**src/rtl/core/assert_macros.svh**
```systemverilog
`ifndef ASSERT_MACROS_SVH
`define ASSERT_MACROS_SVH

// Clocked check, disabled while reset is asserted
`define ELU_ASSERT(lbl, prop, msg) \
	lbl: assert property (@(posedge clk) disable iff (!arst_n) prop) else $error(msg);

// Implication: post must hold in the cycle after pre holds
`define ELU_ASSERT_NEXT(lbl, pre, post, msg) \
	`ELU_ASSERT(lbl, (pre) |=> (post), msg)

`endif

```
**src/rtl/core/elu_pkg.sv**
```systemverilog
`default_nettype none

package elu_pkg;

	// Fixed data format of the beats
	localparam int DATA_WIDTH = 16;
	localparam int FRAC_BITS_DEF = 8;
	localparam int EXP_DEPTH_DEF = 64;

	// Alpha register, unsigned Q4.8
	localparam int ALPHA_W = 12;
	localparam logic [ALPHA_W-1:0] ALPHA_RST = 12'd256;

	// Function select codes
	localparam logic FN_FWD  = 1'b0;
	localparam logic FN_GRAD = 1'b1;

	// Exponential table entries in unsigned Q30
	localparam int EXP_W = 31;
	localparam logic [EXP_W-1:0] EXP_ONE = 31'h4000_0000;

	typedef struct packed {
		logic                         func;
		logic signed [DATA_WIDTH-1:0] operand;
		logic signed [DATA_WIDTH-1:0] upstream_grad;
		logic                         last_in;
	} req_beat_t;

	typedef struct packed {
		logic signed [DATA_WIDTH-1:0] result;
		logic                         last_out;
	} rsp_beat_t;

	// exp(-step*idx) in Q30: step ratio from a Taylor sum up to the 24th power,
	// then repeated rounded multiplication. Evaluated at elaboration.
	function automatic logic [EXP_W-1:0] exp_entry(longint unsigned step, int idx);
		longint unsigned term;
		longint unsigned ratio;
		longint unsigned val;
		int n;
		int k;
		term = 64'(EXP_ONE);
		ratio = 64'(EXP_ONE);
		for (n = 1; n <= 24; n++) begin
			term = ((term * step) >> 30) / 64'(n);
			if (n[0]) begin
				ratio = ratio - term;
			end else begin
				ratio = ratio + term;
			end
		end
		val = 64'(EXP_ONE);
		for (k = 1; k <= idx; k++) begin
			val = (val * ratio + (64'(EXP_ONE) >> 1)) >> 30;
		end
		return val[EXP_W-1:0];
	endfunction

endpackage

`default_nettype wire

```
**src/rtl/core/elu_exp_rom.sv**
```systemverilog
`default_nettype none

// Constant exp table, read at a segment's two end points
module elu_exp_rom #(
	parameter int EXP_TABLE_DEPTH = elu_pkg::EXP_DEPTH_DEF,
	parameter int IDX_W = $clog2(EXP_TABLE_DEPTH)
) (
	input  wire logic [IDX_W-1:0]           idx,
	output logic      [elu_pkg::EXP_W-1:0]  ent_lo,
	output logic      [elu_pkg::EXP_W-1:0]  ent_hi
);

	localparam longint unsigned STEP = (64'd8 << 30) / EXP_TABLE_DEPTH;

	logic [elu_pkg::EXP_W-1:0] lo_tab [EXP_TABLE_DEPTH];
	logic [elu_pkg::EXP_W-1:0] hi_tab [EXP_TABLE_DEPTH];

	// segment start and end values
	for (genvar g = 0; g < EXP_TABLE_DEPTH; g++) begin : g_ent
		assign lo_tab[g] = elu_pkg::exp_entry(STEP, g);
		assign hi_tab[g] = elu_pkg::exp_entry(STEP, g + 1);
	end

	assign ent_lo = lo_tab[idx];
	assign ent_hi = hi_tab[idx];

endmodule

`default_nettype wire

```
**src/rtl/core/elu_fwd.sv**
```systemverilog
`default_nettype none

// Forward ELU for non-positive x: table interpolation, alpha scaling, rounding.
// Five register stages; the rounded and saturated value leaves combinationally.
module elu_fwd #(
	parameter int FRAC_BITS = elu_pkg::FRAC_BITS_DEF,
	parameter int EXP_TABLE_DEPTH = elu_pkg::EXP_DEPTH_DEF
) (
	input  wire logic                                  clk,
	input  wire logic                                  en,
	input  wire logic signed [elu_pkg::DATA_WIDTH-1:0] x,
	input  wire logic        [elu_pkg::ALPHA_W-1:0]    alpha,
	output logic signed      [elu_pkg::DATA_WIDTH-1:0] fwd_res
);

	localparam int DW = elu_pkg::DATA_WIDTH;
	localparam int EW = elu_pkg::EXP_W;
	localparam int XW = DW + 1;
	localparam int SH_F = FRAC_BITS + 3;
	localparam int CW = (XW > SH_F + 1) ? XW : SH_F + 1;
	localparam int PW = XW + $clog2(EXP_TABLE_DEPTH + 1);
	localparam int IDX_W = $clog2(EXP_TABLE_DEPTH);
	localparam int LW = EW + SH_F;
	localparam int MW = elu_pkg::ALPHA_W + EW;
	localparam int RS = 38 - FRAC_BITS;
	localparam logic [CW-1:0] DEN = CW'(1) << SH_F;
	localparam logic [MW:0] HALF = (MW + 1)'(1) << (RS - 1);
	localparam logic [MW:0] LIM = (MW + 1)'(1) << (DW - 1);
	localparam logic [DW-1:0] MIN_VAL = DW'(1) << (DW - 1);

	// stage 1: magnitude, table position
	logic signed [XW-1:0] x_ext;
	logic signed [XW-1:0] x_neg;
	logic [XW-1:0]        m;
	logic [PW-1:0]        pos;
	logic [PW-1:0]        pos_int;
	logic                 over;
	logic                 at_end;

	logic [IDX_W-1:0] idx_s1;
	logic [SH_F-1:0]  f_s1;
	logic             zero_s1;
	logic             end_s1;

	assign x_ext   = {x[DW-1], x};
	assign x_neg   = -x_ext;
	assign m       = x_neg;
	assign pos     = PW'(m) * PW'(EXP_TABLE_DEPTH);
	assign pos_int = pos >> SH_F;
	assign over    = CW'(m) > DEN;
	assign at_end  = CW'(m) == DEN;

	always_ff @(posedge clk) begin
		if (en) begin
			idx_s1  <= at_end ? IDX_W'(EXP_TABLE_DEPTH - 1) : pos_int[IDX_W-1:0];
			f_s1    <= pos[SH_F-1:0];
			zero_s1 <= over;
			end_s1  <= at_end;
		end
	end

	// stage 2: table read, segment slope
	logic [EW-1:0] ent_lo;
	logic [EW-1:0] ent_hi;
	logic [EW-1:0] t_s2;
	logic [EW-1:0] diff_s2;
	logic [SH_F-1:0] f_s2;

	elu_exp_rom #(
		.EXP_TABLE_DEPTH(EXP_TABLE_DEPTH),
		.IDX_W(IDX_W)
	) u_rom (
		.idx(idx_s1),
		.ent_lo(ent_lo),
		.ent_hi(ent_hi)
	);

	always_ff @(posedge clk) begin
		if (en) begin
			if (zero_s1) begin
				t_s2    <= '0;
				diff_s2 <= '0;
			end else if (end_s1) begin
				t_s2    <= ent_hi;
				diff_s2 <= '0;
			end else begin
				t_s2    <= ent_lo;
				diff_s2 <= ent_lo - ent_hi;
			end
			f_s2 <= f_s1;
		end
	end

	// stage 3: interpolation product
	logic [LW-1:0] prod_s3;
	logic [EW-1:0] t_s3;

	always_ff @(posedge clk) begin
		if (en) begin
			prod_s3 <= LW'(diff_s2) * LW'(f_s2);
			t_s3    <= t_s2;
		end
	end

	// stage 4: 1 - exp(x) in Q30
	logic [EW:0]   ome_sum;
	logic [EW-1:0] ome_s4;

	assign ome_sum = (EW + 1)'(elu_pkg::EXP_ONE) - (EW + 1)'(t_s3)
		+ (EW + 1)'(prod_s3 >> SH_F);

	always_ff @(posedge clk) begin
		if (en) begin
			ome_s4 <= ome_sum[EW-1:0];
		end
	end

	// stage 5: alpha scaling
	logic [MW-1:0] mag_s5;

	always_ff @(posedge clk) begin
		if (en) begin
			mag_s5 <= MW'(alpha) * MW'(ome_s4);
		end
	end

	// round half away from zero, negate, saturate
	logic [MW:0] rnd;
	logic [MW:0] q;
	logic [MW:0] q_neg;

	assign rnd   = (MW + 1)'(mag_s5) + HALF;
	assign q     = rnd >> RS;
	assign q_neg = -q;

	always_comb begin
		if (q > LIM) begin
			fwd_res = MIN_VAL;
		end else begin
			fwd_res = q_neg[DW-1:0];
		end
	end

endmodule

`default_nettype wire

```
**src/rtl/core/elu_grad.sv**
```systemverilog
`default_nettype none

// ELU gradient: dy * (alpha + y) for y <= 0, dy for y > 0; five register stages
module elu_grad #(
	parameter int FRAC_BITS = elu_pkg::FRAC_BITS_DEF
) (
	input  wire logic                                  clk,
	input  wire logic                                  en,
	input  wire logic signed [elu_pkg::DATA_WIDTH-1:0] y,
	input  wire logic signed [elu_pkg::DATA_WIDTH-1:0] dy,
	input  wire logic        [elu_pkg::ALPHA_W-1:0]    alpha,
	output logic signed      [elu_pkg::DATA_WIDTH-1:0] grad_s5
);

	localparam int DW = elu_pkg::DATA_WIDTH;
	localparam int AS_W = elu_pkg::ALPHA_W + FRAC_BITS + 1;
	localparam int A_W = AS_W - 8;
	localparam int FW = ((A_W + 1 > DW) ? A_W + 1 : DW) + 1;
	localparam int PW = DW + FW;
	localparam logic [PW:0] HALF = (PW + 1)'(1) << (FRAC_BITS - 1);
	localparam logic [PW:0] LIM_NEG = (PW + 1)'(1) << (DW - 1);
	localparam logic [PW:0] LIM_POS = LIM_NEG - (PW + 1)'(1);
	localparam logic [DW-1:0] MIN_VAL = DW'(1) << (DW - 1);
	localparam logic [DW-1:0] MAX_VAL = ~MIN_VAL;

	// stage 1: alpha in data format, slope factor
	logic [AS_W-1:0] a_sum;
	logic [A_W-1:0]  a_val;

	logic signed [FW-1:0] factor_s1;
	logic signed [DW-1:0] dy_s1;
	logic                 ypos_s1;

	assign a_sum = (AS_W'(alpha) << FRAC_BITS) + AS_W'(128);
	assign a_val = a_sum[AS_W-1:8];

	always_ff @(posedge clk) begin
		if (en) begin
			factor_s1 <= FW'($signed({1'b0, a_val})) + FW'(y);
			dy_s1     <= dy;
			ypos_s1   <= y > 0;
		end
	end

	// stage 2: product
	logic signed [PW-1:0] prod_s2;
	logic signed [DW-1:0] dy_s2;
	logic                 ypos_s2;

	always_ff @(posedge clk) begin
		if (en) begin
			prod_s2 <= PW'(dy_s1) * PW'(factor_s1);
			dy_s2   <= dy_s1;
			ypos_s2 <= ypos_s1;
		end
	end

	// stage 3: sign and magnitude
	logic [PW-1:0]        mag_s3;
	logic                 neg_s3;
	logic signed [DW-1:0] dy_s3;
	logic                 ypos_s3;

	always_ff @(posedge clk) begin
		if (en) begin
			mag_s3  <= prod_s2[PW-1] ? PW'(-prod_s2) : PW'(prod_s2);
			neg_s3  <= prod_s2[PW-1];
			dy_s3   <= dy_s2;
			ypos_s3 <= ypos_s2;
		end
	end

	// stage 4: round half away from zero
	logic [PW:0]          q_s4;
	logic                 neg_s4;
	logic signed [DW-1:0] dy_s4;
	logic                 ypos_s4;

	always_ff @(posedge clk) begin
		if (en) begin
			q_s4    <= ((PW + 1)'(mag_s3) + HALF) >> FRAC_BITS;
			neg_s4  <= neg_s3;
			dy_s4   <= dy_s3;
			ypos_s4 <= ypos_s3;
		end
	end

	// stage 5: restore sign, saturate
	logic [PW:0] q_neg;

	assign q_neg = -q_s4;

	always_ff @(posedge clk) begin
		if (en) begin
			if (ypos_s4) begin
				grad_s5 <= dy_s4;
			end else if (neg_s4) begin
				grad_s5 <= (q_s4 > LIM_NEG) ? MIN_VAL : q_neg[DW-1:0];
			end else begin
				grad_s5 <= (q_s4 > LIM_POS) ? MAX_VAL : q_s4[DW-1:0];
			end
		end
	end

endmodule

`default_nettype wire

```
**src/rtl/core/elu_activation_and_gradient.sv**
```systemverilog
// Elementwise ELU and ELU gradient on signed fixed-point data (Q8.8 by default).
//
// Request channel req_*: one element per beat, req_valid/req_stall. func selects
// the forward activation (0) or the input gradient (1); last_in rides along.
// Response channel rsp_*: exactly one result beat per request beat, in order,
// with last_out equal to the request's last_in.
// Config: cfg_we writes cfg_wdata into alpha (unsigned Q4.8) at the clock edge.
// Write it only while no element is in flight.
//
// Throughput: one element per cycle while rsp_stall does not hold the
// pipeline; the path is a six-stage pipeline (table lookup, interpolation
// multiply, alpha multiply, round/saturate), no stage holding more than one
// multiplier per path.
// Reset (arst_n low) empties the pipeline and sets alpha to 1.0.
// Stall: while rsp_valid is high and rsp_stall is high the whole pipeline
// freezes and req_stall is raised; nothing is dropped or repeated.
`default_nettype none

`include "assert_macros.svh"

module elu_activation_and_gradient #(
	parameter int FRAC_BITS = elu_pkg::FRAC_BITS_DEF,
	parameter int EXP_TABLE_DEPTH = elu_pkg::EXP_DEPTH_DEF
) (
	input  wire logic                           clk,
	input  wire logic                           arst_n,
	input  wire logic                           req_valid,
	output logic                                req_stall,
	input  wire elu_pkg::req_beat_t             req_beat,
	output logic                                rsp_valid,
	input  wire logic                           rsp_stall,
	output elu_pkg::rsp_beat_t                  rsp_beat,
	input  wire logic                           cfg_we,
	input  wire logic [elu_pkg::ALPHA_W-1:0]    cfg_wdata
);

	localparam int DW = elu_pkg::DATA_WIDTH;

	typedef struct packed {
		logic                 func;
		logic                 last;
		logic                 pos;
		logic signed [DW-1:0] x;
	} ctl_t;

	logic pipe_en;
	logic [elu_pkg::ALPHA_W-1:0] alpha_q;

	logic vld_s1, vld_s2, vld_s3, vld_s4, vld_s5, vld_s6;
	ctl_t ctl_s1, ctl_s2, ctl_s3, ctl_s4, ctl_s5;
	elu_pkg::rsp_beat_t rsp_s6;

	logic signed [DW-1:0] fwd_res;
	logic signed [DW-1:0] grad_s5;

	// global advance: the output register is free or being drained
	assign pipe_en   = !vld_s6 || !rsp_stall;
	assign req_stall = !pipe_en;

	// alpha register
	always_ff @(posedge clk or negedge arst_n) begin
		if (!arst_n) begin
			alpha_q <= elu_pkg::ALPHA_RST;
		end else if (cfg_we) begin
			alpha_q <= cfg_wdata;
		end
	end

	// valid bits
	always_ff @(posedge clk or negedge arst_n) begin
		if (!arst_n) begin
			vld_s1 <= 1'b0;
			vld_s2 <= 1'b0;
			vld_s3 <= 1'b0;
			vld_s4 <= 1'b0;
			vld_s5 <= 1'b0;
			vld_s6 <= 1'b0;
		end else if (pipe_en) begin
			vld_s1 <= req_valid;
			vld_s2 <= vld_s1;
			vld_s3 <= vld_s2;
			vld_s4 <= vld_s3;
			vld_s5 <= vld_s4;
			vld_s6 <= vld_s5;
		end
	end

	// side data traveling with each beat
	always_ff @(posedge clk) begin
		if (pipe_en) begin
			ctl_s1 <= '{func: req_beat.func, last: req_beat.last_in,
				pos: req_beat.operand > 0, x: req_beat.operand};
			ctl_s2 <= ctl_s1;
			ctl_s3 <= ctl_s2;
			ctl_s4 <= ctl_s3;
			ctl_s5 <= ctl_s4;
		end
	end

	elu_fwd #(
		.FRAC_BITS(FRAC_BITS),
		.EXP_TABLE_DEPTH(EXP_TABLE_DEPTH)
	) u_fwd (
		.clk(clk),
		.en(pipe_en),
		.x(req_beat.operand),
		.alpha(alpha_q),
		.fwd_res(fwd_res)
	);

	elu_grad #(
		.FRAC_BITS(FRAC_BITS)
	) u_grad (
		.clk(clk),
		.en(pipe_en),
		.y(req_beat.operand),
		.dy(req_beat.upstream_grad),
		.alpha(alpha_q),
		.grad_s5(grad_s5)
	);

	// output register: pick gradient, pass-through or forward value
	always_ff @(posedge clk) begin
		if (pipe_en) begin
			if (ctl_s5.func == elu_pkg::FN_GRAD) begin
				rsp_s6.result <= grad_s5;
			end else if (ctl_s5.pos) begin
				rsp_s6.result <= ctl_s5.x;
			end else begin
				rsp_s6.result <= fwd_res;
			end
			rsp_s6.last_out <= ctl_s5.last;
		end
	end

	assign rsp_valid = vld_s6;
	assign rsp_beat  = rsp_s6;

	// forward output on the non-positive side is never positive
	`ELU_ASSERT_NEXT(a_fwd_nonpos, vld_s5 && pipe_en && ctl_s5.func == elu_pkg::FN_FWD &&
		!ctl_s5.pos, rsp_s6.result <= 0, "forward ELU of non-positive input came out positive")
	// a beat in the last stage reaches the output when the pipe advances
	`ELU_ASSERT_NEXT(a_advance, vld_s5 && pipe_en, rsp_valid,
		"beat lost between last stage and output register")
	// a held pipe keeps its occupancy
	`ELU_ASSERT_NEXT(a_freeze, !pipe_en,
		$stable({vld_s1, vld_s2, vld_s3, vld_s4, vld_s5, vld_s6}),
		"pipeline valid bits moved while stalled")

endmodule

`default_nettype wire

```
**config.mk**
```make
export PLATFORM = sky130hd
export DESIGN_NAME = elu_activation_and_gradient
export DESIGN_NICKNAME = d
export VERILOG_FILES = /design/src/rtl/core/elu_pkg.sv /design/src/rtl/core/elu_exp_rom.sv /design/src/rtl/core/elu_fwd.sv /design/src/rtl/core/elu_grad.sv /design/src/rtl/core/elu_activation_and_gradient.sv
export VERILOG_INCLUDE_DIRS = /design/src /design/src/rtl/core
export SDC_FILE = /design/constraint.sdc
export NUM_CORES = 2
export LEC_CHECK = 0
export ABC_AREA = 1
export BUFFER_PORTS_ARGS = -buffer_cell sky130_fd_sc_hd__buf_2
export CAP_MARGIN = 0
export CORE_MARGIN = 2
export CORE_UTILIZATION = 30
export CTS_CLUSTER_DIAMETER = 200
export DETAILED_ROUTE_END_ITERATION = 12
export PLACE_DENSITY = 0.56
export SLEW_MARGIN = 5
export SYNTH_ARGS = -nofsm -noshare
export SYNTH_HDL_FRONTEND = slang
export SYNTH_SLANG_ARGS = --single-unit
```
**constraint.sdc**
```tcl
create_clock -name clk -period 37.9 [get_ports clk]
set_clock_uncertainty 0.2 [all_clocks]
set_input_delay 7.58 -clock clk [delete_from_list [all_inputs] [get_ports clk]]
set_output_delay 7.58 -clock clk [all_outputs]
set_load 0.01 [all_outputs]
```
== Yosys cells after proc, flatten, opt, wreduce, memory -nomap -nowiden ==
Memories as Yosys holds them, arrays and structs flattened.
Cells that the tools add are included.
Storage, ports and cells
  register bits after elaboration: 548
  memory bits (read-only): 3968
  bits of input ports: 51
  output and inout port bits: 19
  word-level logic and storage cells: 94
  memories kept: 2
Operators by class
  add/sub/neg operators: 11
  multiply operators: 3
  order comparisons: 6
  equal/unequal tests: 1
  mux-type cells: 13
  bitwise operators: 1
  reductions and logical operators: 5
Memories
  (no name shown): depth 64, width 31, read ports 1, clocked after Yosys merged registers in 0, wr ports 0, line elu_exp_rom.sv:25  | assign ent_hi = hi_tab[idx];
  (no name shown): depth 64, width 31, read ports 1, clocked after Yosys merged registers in 0, wr ports 0, line elu_exp_rom.sv:24  | assign ent_lo = lo_tab[idx];
Operators with widths (count)
  2-to-1 mux 31 bit: 5
  2-to-1 mux 16 bit: 7
  adder 43 x 30 -> 44 bit (second input constant): 1
  multiplier 12 x 31 -> 43 bit: 1
  multiplier 31 x 5 -> 36 bit: 1
  adder 33 x 8 -> 34 bit (second input constant): 1
  multiplier 16 x 17 -> 33 bit: 1
  negation 33 bit: 1
  2-to-1 mux 32 bit: 1
  adder 31 bit: 1
  subtractor 31 bit: 1
  subtractor 31 bit (first input constant): 1
  greater-than comparator 26 x 15 -> 1 bit (second input constant): 1
  greater-than comparator 26 x 16 -> 1 bit (second input constant): 1
  adder 20 x 8 -> 21 bit (second input constant): 1
  adder 14 x 16 -> 17 bit: 1
  == test 17 x 12 -> 1 bit (second input constant): 1
  greater-than comparator 17 x 12 -> 1 bit (second input constant): 1
  negation 16 -> 17 bit: 1
  greater-than comparator 14 x 16 -> 1 bit (second input constant): 1
  greater-than comparator 16 x 1 -> 1 bit (second input constant): 1
  negation 14 -> 16 bit: 1
  negation 16 bit: 1
  >= comparator 7 bit (second input constant): 1
  4 further kinds: 6

== Longest topological paths before layout ==
  depth after elaboration: 5
  mapped depth: 26
  gate-level depth less buffers: 25

== By module ==
Synthesis repeated with hierarchy kept, for this count alone.
Unflattened totals
  cells, all modules: 7119
  area, all modules: 56659.3 um^2
Modules (own cells, without submodules)
  elu_fwd: instances 1, cells each 3607, area each 28075.7 um^2, sequential area each 5615.4 um^2
  elu_grad: instances 1, cells each 2289, area each 19812.8 um^2, sequential area each 5645.4 um^2
  elu_activation_and_gradient: instances 1, cells each 248, area each 4469.3 um^2, sequential area each 3814.9 um^2
  elu_exp_rom: instances 1, cells each 975, area each 4301.6 um^2, sequential area each 0.0 um^2

== Worst setup path after synthesis ==
No wires, ideal clock.
  path type: input port to output port
  start: in rsp_stall
  end: out req_stall
  data arrival time: 19553 ps
  required time: 30120 ps
  slack: 10567 ps
  stages: 2
  buffers on the path: 0
  cells stage by stage: nand2_1 > inv_1
On the way
  word-level cells in the longest chain between the ends: 3
RTL lines
  from (decl): line elu_activation_and_gradient.sv:31  | input wire logic rsp_stall,
  logical NOT 1 bit: line elu_activation_and_gradient.sv:57  | assign pipe_en = !vld_s6 || !rsp_stall;
  logical OR 1 bit: line elu_activation_and_gradient.sv:57
  logical NOT 1 bit: line elu_activation_and_gradient.sv:58  | assign req_stall = !pipe_en;
  to (decl): line elu_activation_and_gradient.sv:28  | output logic req_stall,
Every way passes these cells.

== Worst setup path after layout ==
Ends and elaborated chain as after synthesis.

==> flow_metrics.py <==
metrics = {
    "run_status": {
        "run_status": "complete, no violations",
    },
    "min_path": {
        "hold_path_class": "reg -> reg",
    },
    "placed_design": {
        "port_buffers": 69,
        "gp_routability_congestion": 0.9642,
        "dpl_worst_slack_ns": 21.69,
        "post-dp-hpwl_mm": 130.3,
    },
    "worst_setup_path": {
        "setup.worst_path.start_class": "input pin",
        "worstPathMaxFanout": 31,
        "rrSetupSlack_ns": 31.32,
        "cp.arrival_ns": 8.40,
        "setup.worst_path.end_class": "output port",
        "critPathKind": "in -> out",
        "worst_ep_required_time_ns": 30.12,
    },
    "logic_synthesis": {
        "mappedNetlistArea_um2": 54360,
        "synth.yosys.warnings": 0,
        "postSynth.topFlopCell": "sky130_fd_sc_hd__edfxtp_1",
        "syn-mean-instance-area_um2": 8.401,
        "syn_inst": 6471,
        "largest_family_of_logic_cells_by_synthesized_area": "adder cells",
        "synth.ff_latch_count": 499,
        "synth_enable_flop_cells": 481,
        "post_synth_num_cell_types": 67,
        "synth_compound_area_frac": 0.08357,
        "yosysSeqAreaShare": 0.2740,
        "synth-async-reset-ratio": 0.03607,
        "portion_of_netlist_area_occupied_by_mux_cells": 0.002279,
        "syn-num-nets": 7513,
        "synth_fa_ha_area_frac": 0.3184,
        "synth_simple_gate_area_frac": 0.1800,
        "synthesized_area_fraction_occupied_by_xor_and_xnor_cells": 0.02997,
    },
    "clock_tree": {
        "cts_buffers": 60,
        "post_cts_buffers": 0,
        "cts.reportedPaths.clkPinSlew_ns": 0.06,
        "cts.repair.resized": 0,
        "cts_hold_buffers": 0,
        "cts.htree.levels": 2,
        "clock_path_buffers": 3,
        "num_clock_sinks": 499,
        "root_buffer": "sky130_fd_sc_hd__clkbuf_16",
        "clock_latency_ns": 0.70,
        "tritoncts": "yes",
    },
    "route": {
        "antenna_left": 0,
        "vias_per_cell": 4.853,
        "wl_per_cell_um": 18.51,
        "vias": 42910,
        "drt_iter0_markers": 3414,
        "post-route-drc-count": 0,
        "drt_pass1_iterations": 6,
        "wirelength_mm": 163.7,
    },
    "global_route": {
        "grt_util_met2": 0.2998,
        "grt_pass1_wl_mm": 258.6,
        "grt_pass1_vias": 44660,
        "grt_busiest_layer": "met2",
        "global_route.overflow_total": 0,
        "grt_start_max_net_pins": 101,
        "grt_util_met3": 0.02088,
        "antenna_found_initial": 2,
        "grt_use_total": 0.1784,
        "met1_track_demand_over_resource": 0.2337,
    },
    "floorplan": {
        "chipHeight_um": 429.7,
        "design.die.area_um2": 184600,
        "fp.coreArea_um2": 180400,
        "chipWidth_um": 429.7,
        "io_pins": 70,
        "initial_utilization": 0.3014,
        "placement_rows": 156,
    },
    "timing": {
        "rsz0062_at_grt": "no",
        "setup_total_negative_slack_ns": 0,
        "timing_worst_slew_pin_value_ns": 1.222,
        "post-route-period-util": 0.4269,
        "hold_viol": 0,
        "setup_viol": 0,
        "maxSlewViolCount": 0,
        "slew_headroom": 0.1765,
        "fmaxAchievable_ghz": 0.06180,
        "layout_min_cycle_time_ns": 16.18,
        "setup_slack_ns": 21.72,
        "holdWs_ns": 0.1656,
    },
    "layout": {
        "fillers": 19010,
        "area_occupied_by_multi_input_gates_um2": 33410,
        "final_layout_size_suffix_gt1_frac": 0.04496,
        "final_net_count": 7466,
        "register_area_um2": 14910,
        "syn_to_final_growth_pct": 8.714,
    },
    "run": {
        "maxCapViolCount": 0,
    },
}
## layout make-up
cell class	instances	area share
clock buffer	69	0.02598
timing repair buffer	104	0.01050
sequential	499	0.2522
antenna	1	0.00004234
inverter	1386	0.08803
multi-input combinational	4373	0.5653
clock inverter	41	0.007791
tap	2370	0.05017
## cells by family (layout without fill, tap and decap cells)
| kind of cell | after synthesis | after routing |
|---|---|---|
| mux | 11 | 11 |
| fa+ha+maj | 991 | 991 |
| buf+inv | 1599 | 1600 |
| compound gates | 801 | 801 |
| xor+xnor | 186 | 186 |
| simple gates | 2384 | 2384 |
| flops | 499 | 499 |
| other cells | 0 | 1 |
## layout by cell type, fill, tap and decap left out, types with 27 or more instances in the layout
| cell | n |
|---|---|
| sky130_fd_sc_hd__a21oi_1 | 325 |
| sky130_fd_sc_hd__edfxtp_1 | 481 |
| sky130_fd_sc_hd__xnor2_1 | 57 |
| sky130_fd_sc_hd__buf_4 | 34 |
| sky130_fd_sc_hd__ha_1 | 337 |
| sky130_fd_sc_hd__xor2_1 | 129 |
| sky130_fd_sc_hd__o22ai_1 | 27 |
| sky130_fd_sc_hd__nand3_1 | 217 |
| sky130_fd_sc_hd__o21ai_0 | 256 |
| sky130_fd_sc_hd__nor3_1 | 55 |
| sky130_fd_sc_hd__nand2_1 | 1555 |
| sky130_fd_sc_hd__clkbuf_16 | 60 |
| sky130_fd_sc_hd__inv_1 | 1374 |
| sky130_fd_sc_hd__nand4_1 | 69 |
| sky130_fd_sc_hd__nor2_1 | 403 |
| sky130_fd_sc_hd__o211ai_1 | 32 |
| sky130_fd_sc_hd__buf_2 | 69 |
| sky130_fd_sc_hd__fa_1 | 654 |
## through the flow
| step | cell area, µm² | instances | utilization |
|---|---|---|---|
| floorplan | 54360 | 6471 | - |
| global placement | 57100 | 8732 | 0.3166 |
| detailed placement | 57100 | 8732 | 0.3166 |
| CTS | 59100 | 8842 | 0.3277 |
| global route | 59100 | 8842 | 0.3277 |
| finish | 59100 | 8843 | 0.3277 |
## critical path, stage by stage
cell	delay (ns)
sky130_fd_sc_hd__buf_2	0.11
sky130_fd_sc_hd__nand2_4	0.35
sky130_fd_sc_hd__inv_1	0.18
sky130_fd_sc_hd__buf_2	0.18
## path summary, 6_finish.rpt
path,start,endpoint,cells after the start
min in group asynchronous,arst_n,alpha_q[7],1
max in group asynchronous,arst_n,alpha_q[11],1
worst max-delay path,rsp_stall,req_stall,4
worst min register to register,ctl_s1[12],ctl_s2[12],0
worst max register to register,u_grad.factor_s1[16],u_grad.prod_s2[31],19
worst min-delay path,ctl_s1[12],ctl_s2[12],0
## routing by layer
layer | vias to the layer above | part of all wire
li1 | 20140 | -
met1 | 21190 | 0.43
met2 | 1301 | 0.47
met3 | 287 | 0.055
met4 | 0 | 0.044
met5 | - | 0
## cell usage after synthesis (all sizes together) (4+ instances only)
cell	count	share of area
a211oi	7	0.0011
a21boi	7	0.00097
a21o	20	0.0028
a21oi	326	0.030
a31oi	21	0.0024
a32o	4	0.00074
buf	40	0.0041
clkbuf	173	0.012
dfrtp	17	0.0078
edfxtp	481	0.27
fa	654	0.24
ha	337	0.078
inv	1384	0.096
mux2	11	0.0023
nand2	1567	0.11
nand3	223	0.021
nand3b	8	0.0011
nand4	70	0.0082
nor2	423	0.030
nor3	63	0.0069
nor4	11	0.0013
o2111ai	4	0.00064
o211ai	32	0.0044
o21a	17	0.0023
o21ai	274	0.026
o21bai	21	0.0029
o221ai	11	0.0018
o22ai	27	0.0031
o311ai	7	0.0011
o31ai	10	0.0014
or2	14	0.0016
xnor2	57	0.0092
xor2	129	0.021
## registers in the layout, indices dropped and copies added (netlist names), 18 cells and up
signal and cells:
ctl_s2 18, u_fwd.t_s3 31, ctl_s4 18, u_fwd.prod_s3 31, ctl_s3 19, u_fwd.diff_s2 31, ctl_s1 18, u_fwd.t_s2 31
u_grad.q_s4 26, u_grad.prod_s2 33, u_fwd.ome_s4 31, ctl_s5 19, u_grad.mag_s3 26
Power is not shown: default switching activity piles up to over one toggle a cycle in this logic, so the estimate is an artifact.
